<file path="src/rtl/fba_pkg.sv">
// Types, codes and sizes of the frame bitmap allocator.
package fba_pkg;

    localparam int MAX_FRAMES = 4096;
    localparam int FRAME_W    = $clog2(MAX_FRAMES);
    localparam int CNT_W      = FRAME_W + 1;

    // Per-frame state codes
    localparam logic [1:0] ST_FREE     = 2'b00;
    localparam logic [1:0] ST_USED     = 2'b01;
    localparam logic [1:0] ST_RESERVED = 2'b10;

    typedef enum logic [1:0] {
        REQ_ALLOC   = 2'd0,
        REQ_RELEASE = 2'd1,
        REQ_RESERVE = 2'd2,
        REQ_READ    = 2'd3
    } t_req_type;

    typedef enum logic [2:0] {
        S_CLEAR,
        S_IDLE,
        S_SCAN,
        S_MARK,
        S_REL,
        S_RES,
        S_READ,
        S_RDATA
    } t_state;

    typedef struct packed {
        logic [1:0]       req_type;
        logic [FRAME_W-1:0] start_frame;
        logic [CNT_W-1:0] end_frame;
        logic [CNT_W-1:0] count;
    } t_req;

    typedef struct packed {
        logic               status;
        logic [FRAME_W-1:0] alloc_frame;
        logic [1:0]         entry_state;
    } t_result;

    typedef struct packed {
        logic               en;
        logic [FRAME_W-1:0] addr;
        logic [1:0]         data;
    } t_mem_wr;

endpackage

</file>
<file path="src/rtl/fba_ctrl.sv">
// Request sequencer: clear pass, first-fit scan, mark, release, reserve and read.
module fba_ctrl
    import fba_pkg::*;
(
    input  logic               i_clk,
    input  logic               i_rst_n,
    input  logic               i_start,
    input  t_req               i_req,
    input  logic [CNT_W-1:0]   i_total,
    input  logic [1:0]         i_rdata,
    output t_mem_wr            o_wr,
    output logic [FRAME_W-1:0] o_raddr,
    output logic               o_busy,
    output logic               o_done,
    output t_result            o_res
);

    t_state             r_state, n_state;
    logic [CNT_W-1:0]   r_addr, n_addr;
    logic [CNT_W-1:0]   r_last, n_last;
    logic [CNT_W-1:0]   r_count, n_count;
    logic [CNT_W-1:0]   r_run, n_run;
    logic               r_pend, n_pend;
    logic [FRAME_W-1:0] r_chk, n_chk;
    logic [FRAME_W-1:0] r_first, n_first;
    logic               r_done, n_done;
    t_result            r_res, n_res;

    logic               addr_lt;
    logic               clear_end;
    logic [CNT_W-1:0]   run_nx;
    logic               found;
    logic [CNT_W-1:0]   alloc_limit;
    logic [CNT_W-1:0]   rel_sum;
    logic [CNT_W-1:0]   rel_last;
    logic [CNT_W:0]     res_endp1;
    logic [CNT_W-1:0]   res_last;
    logic [CNT_W-1:0]   first_full;

    assign addr_lt   = r_addr < r_last;
    assign clear_end = r_addr == CNT_W'(MAX_FRAMES - 1);
    assign run_nx    = (i_rdata == ST_FREE) ? r_run + CNT_W'(1) : '0;
    assign found     = r_pend && (run_nx == r_count);
    assign first_full = {1'b0, r_chk} + CNT_W'(1) - r_count;

    // Scan limit: zero or past the total means the total
    assign alloc_limit = (i_req.end_frame == '0 || i_req.end_frame > i_total)
                       ? i_total : i_req.end_frame;
    assign rel_sum  = {1'b0, i_req.start_frame} + i_req.count;
    assign rel_last = ({1'b0, i_req.start_frame} >= i_total) ? '0
                    : (rel_sum > i_total) ? i_total : rel_sum;
    assign res_endp1 = {1'b0, i_req.end_frame} + (CNT_W + 1)'(1);
    assign res_last  = (res_endp1 > {1'b0, i_total}) ? i_total : res_endp1[CNT_W-1:0];

    // Next state
    always_comb begin
        n_state = r_state;
        case (r_state)
            S_CLEAR: begin
                if (clear_end) begin
                    n_state = S_IDLE;
                end
            end
            S_IDLE: begin
                if (i_start) begin
                    case (t_req_type'(i_req.req_type))
                        REQ_ALLOC: begin
                            n_state = (i_req.count == '0) ? S_IDLE : S_SCAN;
                        end
                        REQ_RELEASE: n_state = S_REL;
                        REQ_RESERVE: n_state = S_RES;
                        REQ_READ:    n_state = S_READ;
                        default:     n_state = S_IDLE;
                    endcase
                end
            end
            S_SCAN: begin
                if (found) begin
                    n_state = S_MARK;
                end else if (!r_pend && !addr_lt) begin
                    n_state = S_IDLE;
                end
            end
            S_MARK: begin
                if (!addr_lt) begin
                    n_state = S_IDLE;
                end
            end
            S_REL: begin
                if (!r_pend && !addr_lt) begin
                    n_state = S_IDLE;
                end
            end
            S_RES: begin
                if (!addr_lt) begin
                    n_state = S_IDLE;
                end
            end
            S_READ:  n_state = S_RDATA;
            S_RDATA: n_state = S_IDLE;
            default: n_state = S_IDLE;
        endcase
    end

    // Datapath and memory control
    always_comb begin
        n_addr  = r_addr;
        n_last  = r_last;
        n_count = r_count;
        n_run   = r_run;
        n_pend  = 1'b0;
        n_chk   = r_chk;
        n_first = r_first;
        n_done  = 1'b0;
        n_res   = r_res;
        o_wr    = '{en: 1'b0, addr: r_addr[FRAME_W-1:0], data: ST_FREE};
        o_raddr = r_addr[FRAME_W-1:0];
        case (r_state)
            S_CLEAR: begin
                o_wr.en = 1'b1;
                n_addr  = clear_end ? '0 : r_addr + CNT_W'(1);
            end
            S_IDLE: begin
                if (i_start) begin
                    n_addr  = {1'b0, i_req.start_frame};
                    n_count = i_req.count;
                    n_run   = '0;
                    n_res   = '0;
                    case (t_req_type'(i_req.req_type))
                        REQ_ALLOC: begin
                            n_last = alloc_limit;
                            if (i_req.count == '0) begin
                                n_done     = 1'b1;
                                n_res.status = 1'b1;
                            end
                        end
                        REQ_RELEASE: n_last = rel_last;
                        REQ_RESERVE: n_last = res_last;
                        default:     n_last = r_last;
                    endcase
                end
            end
            S_SCAN: begin
                n_pend = addr_lt;
                n_chk  = r_addr[FRAME_W-1:0];
                if (addr_lt) begin
                    n_addr = r_addr + CNT_W'(1);
                end
                if (r_pend) begin
                    n_run = run_nx;
                end
                if (found) begin
                    // Drop the read in flight and rewind to the run start
                    n_pend  = 1'b0;
                    n_first = first_full[FRAME_W-1:0];
                    n_addr  = {1'b0, first_full[FRAME_W-1:0]};
                    n_last  = {1'b0, r_chk} + CNT_W'(1);
                end else if (!r_pend && !addr_lt) begin
                    n_done       = 1'b1;
                    n_res.status = 1'b1;
                end
            end
            S_MARK: begin
                if (addr_lt) begin
                    o_wr.en   = 1'b1;
                    o_wr.data = ST_USED;
                    n_addr    = r_addr + CNT_W'(1);
                end else begin
                    n_done            = 1'b1;
                    n_res.alloc_frame = r_first;
                end
            end
            S_REL: begin
                n_pend = addr_lt;
                n_chk  = r_addr[FRAME_W-1:0];
                if (addr_lt) begin
                    n_addr = r_addr + CNT_W'(1);
                end
                // Free only used frames, leave reserved ones
                if (r_pend && i_rdata == ST_USED) begin
                    o_wr.en   = 1'b1;
                    o_wr.addr = r_chk;
                    o_wr.data = ST_FREE;
                end
                if (!r_pend && !addr_lt) begin
                    n_done = 1'b1;
                end
            end
            S_RES: begin
                if (addr_lt) begin
                    o_wr.en   = 1'b1;
                    o_wr.data = ST_RESERVED;
                    n_addr    = r_addr + CNT_W'(1);
                end else begin
                    n_done = 1'b1;
                end
            end
            S_READ: begin
                o_raddr = r_addr[FRAME_W-1:0];
            end
            S_RDATA: begin
                n_done            = 1'b1;
                n_res.entry_state = i_rdata;
            end
            default: begin
                n_done = 1'b0;
            end
        endcase
    end

    always_ff @(posedge i_clk) begin
        if (!i_rst_n) begin
            r_state <= S_CLEAR;
            r_addr  <= '0;
            r_pend  <= 1'b0;
            r_done  <= 1'b0;
        end else begin
            r_state <= n_state;
            r_addr  <= n_addr;
            r_pend  <= n_pend;
            r_done  <= n_done;
        end
    end

    always_ff @(posedge i_clk) begin
        r_last  <= n_last;
        r_count <= n_count;
        r_run   <= n_run;
        r_chk   <= n_chk;
        r_first <= n_first;
        r_res   <= n_res;
    end

    assign o_busy = r_state != S_IDLE;
    assign o_done = r_done;
    assign o_res  = r_res;

endmodule

</file>
<file path="config.mk">
export PLATFORM = sky130hd
export DESIGN_NAME = fba_ctrl
export DESIGN_NICKNAME = d
export VERILOG_FILES = /design/src/rtl/fba_pkg.sv /design/src/rtl/fba_ctrl.sv
export SDC_FILE = /design/constraint.sdc
export NUM_CORES = 1
export LEC_CHECK = 0
export ABC_AREA = 1
export BUFFER_PORTS_ARGS = -buffer_cell sky130_fd_sc_hd__buf_4
export CORE_UTILIZATION = 31
export DETAILED_ROUTE_END_ITERATION = 10
export GPL_TIMING_DRIVEN = 0
export PLACE_DENSITY = 0.56
export SLEW_MARGIN = 0
export SYNTH_ARGS = -nofsm -noshare
export SYNTH_HDL_FRONTEND = slang
export SYNTH_SLANG_ARGS = --single-unit
</file>
<file path="constraint.sdc">
create_clock -name i_clk -period 11.8 [get_ports i_clk]
set_input_delay 2.36 -clock i_clk [delete_from_list [all_inputs] [get_ports i_clk]]
set_output_delay 2.36 -clock i_clk [all_outputs]
set_load 0.02 [all_outputs]
</file>
==> flow_metrics.tcl <==
set metrics [dict create \
    place_congestion 0.924 \
    nNetsFinal 1655 \
    cts_resized 0 \
    p_leak_nw 5.31 \
    fin_area_um2 11000 \
    rsz0062_at_grt "no" \
    start_util_pct 31.7 \
    syn_nets 1542 \
    synth_flop_cell "edfxtp_1" \
    drt_iter0_markers 926 \
    wl_per_cell_um 16.3 \
    boundaryPins 102 \
    syn_to_final_growth_pct 16.8 \
    fin_ws_ns 5.29 \
    n_antenna_cell 0 \
    path_class "input pin to output pin" \
    endpoint_kind "output pin" \
    finalCritPeriodShare_pct 55.1 \
    ctsHoldBuffers 0 \
    numCtsBuffers 9 \
    regToRegSetupSlack_ns 8.49 \
    ctsRootBufferMaster "clkbuf_16" \
    rows 63 \
    hold_viol 0 \
    postRouteWirelength_mm 30.9 \
    power.density_nw_per_um2 81.5 \
    core_um2 29800 \
    worstPathArrival_ns 4.15 \
    fill_cells 3231 \
    overflow 0 \
    slew_violations 0 \
    pre_cts_ws_ns 5.32 \
    ys_ff_latch 96 \
    ir_worst_vdd_mv 0.0543 \
    cts_setup_buffers 0 \
    io_buffers 101 \
    setup_violations 0 \
    dieHeight_um 177 \
    die_w_um 177 \
    hp-class "register to register" \
    hpwl_mm 25.8 \
    die-area_um2 31200 \
    total_power_uw 899 \
    cp_max_fo 10 \
    drive_gt1_share_pct 11.6 \
    grt_pass1_wl_mm 48.0 \
    vias 9426 \
    syn_inst 1387 \
    cp-start-kind "input pin" \
    relSlewSlack_pct 24.8 \
    placed_cell_area_um2 10700 \
    vias_per_cell 4.97 \
    tns_ns 0 \
    netlist-cell-type-count 47 \
    status "complete, no violations" \
    clk_path_buf_depth 2 \
    yosysSeqAreaShare_pct 28.6 \
    antenna_found_initial 0 \
    multi_input_comb_area_um2 5650 \
    grt_pass1_vias 8831 \
    fmax_mhz 154 \
    tightestPinTransition_ns 1.12 \
    fin_skew_ns 0.0153 \
    route.detailed.drc 0 \
    synth_edf_count 78 \
    syn_area_um2 9450 \
    period_minus_slack_ns 6.51 \
    cts_tree "done" \
    avgSynthCellArea_um2 6.82 \
    clkSlewWorstSetupHoldPaths_ns 0.08 \
    clkLatencyLatePin_ns 0.36 \
    grt_start_max_net_pins 17 \
    cts_sinks 96 \
    grt_use_total_pct 20.2 \
    drv_cap 0 \
    firstDrtPassIters 6 \
    htreeDepth 3 \
    final_util_pct 37.0 \
    regArea_um2 2700 \
    yosysWarnings 0 \
    critPathRequiredTime_ns 9.44 \
    ant_nets 0 \
    synthArstFlopShare_pct 0 \
]
[registers in the layout, indices dropped and copies added, names as in the netlist]
register,count
r_state,3
r_first,12
r_chk,12
o_res,15
r_count,13
r_pend,1
o_done,1
r_last,13
r_run,13
r_addr,13
[logic make-up (layout without fill, tap and decap cells)]
family | Yosys count | after routing | share of synthesized area, %
and+or+nand+nor | 692 | 692 | 32.1
buffers and inverters | 275 | 393 | 11.8
AOI/OAI and AO/OA | 187 | 187 | 10.9
adders and majority gates | 97 | 97 | 13.0
DFF | 96 | 96 | 28.6
xor gates and xnor gates | 40 | 40 | 3.71
[synth_stat cells (2+ instances only)]
cell type,instances,area [um2]
a21o_1,2,15.0
nor2_2,9,56.3
o21bai_1,6,45.0
a31oi_1,5,31.3
a211oi_1,3,22.5
o21bai_2,2,22.5
nor3_1,22,110
nor2_4,2,22.5
inv_2,3,11.3
dfxtp_1,18,360
buf_2,8,40.0
clkbuf_1,19,71.3
nand2_2,6,37.5
inv_1,226,848
a21oi_1,72,360
nand3_1,122,611
buf_4,13,97.6
o31ai_1,3,22.5
clkinv_1,3,11.3
nor4_1,7,43.8
o21ai_0,78,390
o221ai_1,2,17.5
ha_1,95,1190
edfxtp_1,78,2340
xnor2_1,9,78.8
nand2_1,340,1280
nor2_1,123,462
or2_2,2,12.5
o211ai_1,5,37.5
buf_6,3,33.8
fa_1,2,40.0
nand3b_1,2,15.0
nand3_2,4,40.0
nand4_1,47,294
xor2_1,31,272
o21ai_1,4,20.0
[final cells by class]
type	count	share of cell area [%]
multi-input cells	1016	51.2
flip-flops and latches	96	24.5
inverters	232	7.89
repair buffers	102	6.94
well taps	390	4.42
clock buffers	11	2.30
plain buffers	43	2.20
clock inverters	5	0.555
[critical path: stages]
cell and delay [ns]:
buf_4 0.10, inv_1 0.05, nor3_1 0.23, nand2_1 0.24
clkinv_1 0.29, clkbuf_1 0.44, o21ai_0 0.22, buf_4 0.21
[per-stage QoR]
stage	instances	hold slack, ns
after CTS	1895	0.545
after detailed placement	1879	0.531
after global placement	1878	0.532
after floorplan	1387	0.482
final	1895	0.543
after global routing	1895	0.565
[worst paths after layout]
| path | depth (start not counted) | end | start |
|---|---|---|---|
| setup / recovery | 8 | o_wr[7] | i_rdata[0] |
| hold / removal | 0 | r_chk[11] | r_addr[11] |
| setup reg to reg | 17 | r_addr[10] | r_chk[0] |
| hold reg to reg | 0 | r_chk[11] | r_addr[11] |
[report_power, final]
group	leakage [nW]	switching, mW	internal (mW)
clock network	0.155	0.135	0.179
logic	4.27	0.139	0.0801
registers	0.887	0.00208	0.365
[layer usage]
| layer | vias up | track usage, % | share of wire [%] |
|---|---|---|---|
| met5 | - | 0 | 0 |
| met4 | 0 | 8.23 | 2.9 |
| met3 | 55 | 2.15 | 5.6 |
| met2 | 300 | 33.2 | 46 |
| met1 | 4266 | 26.8 | 45 |
| li1 | 4805 | - | - |
[placed cells by master (no fill, tap or decap), types with 9 or more instances in the layout]
cell / instances
clkbuf_16: 10
xnor2_1: 9
ha_1: 95
nand4_1: 47
buf_4: 115
nor2_1: 123
dfxtp_1: 18
a21oi_1: 71
nand2_1: 340
nor2_2: 9
o21ai_0: 78
nor3_1: 21
nand3_1: 122
xor2_1: 31
edfxtp_1: 78
clkbuf_1: 20
inv_1: 226
Note: power is estimated with default switching activity, not from simulation.
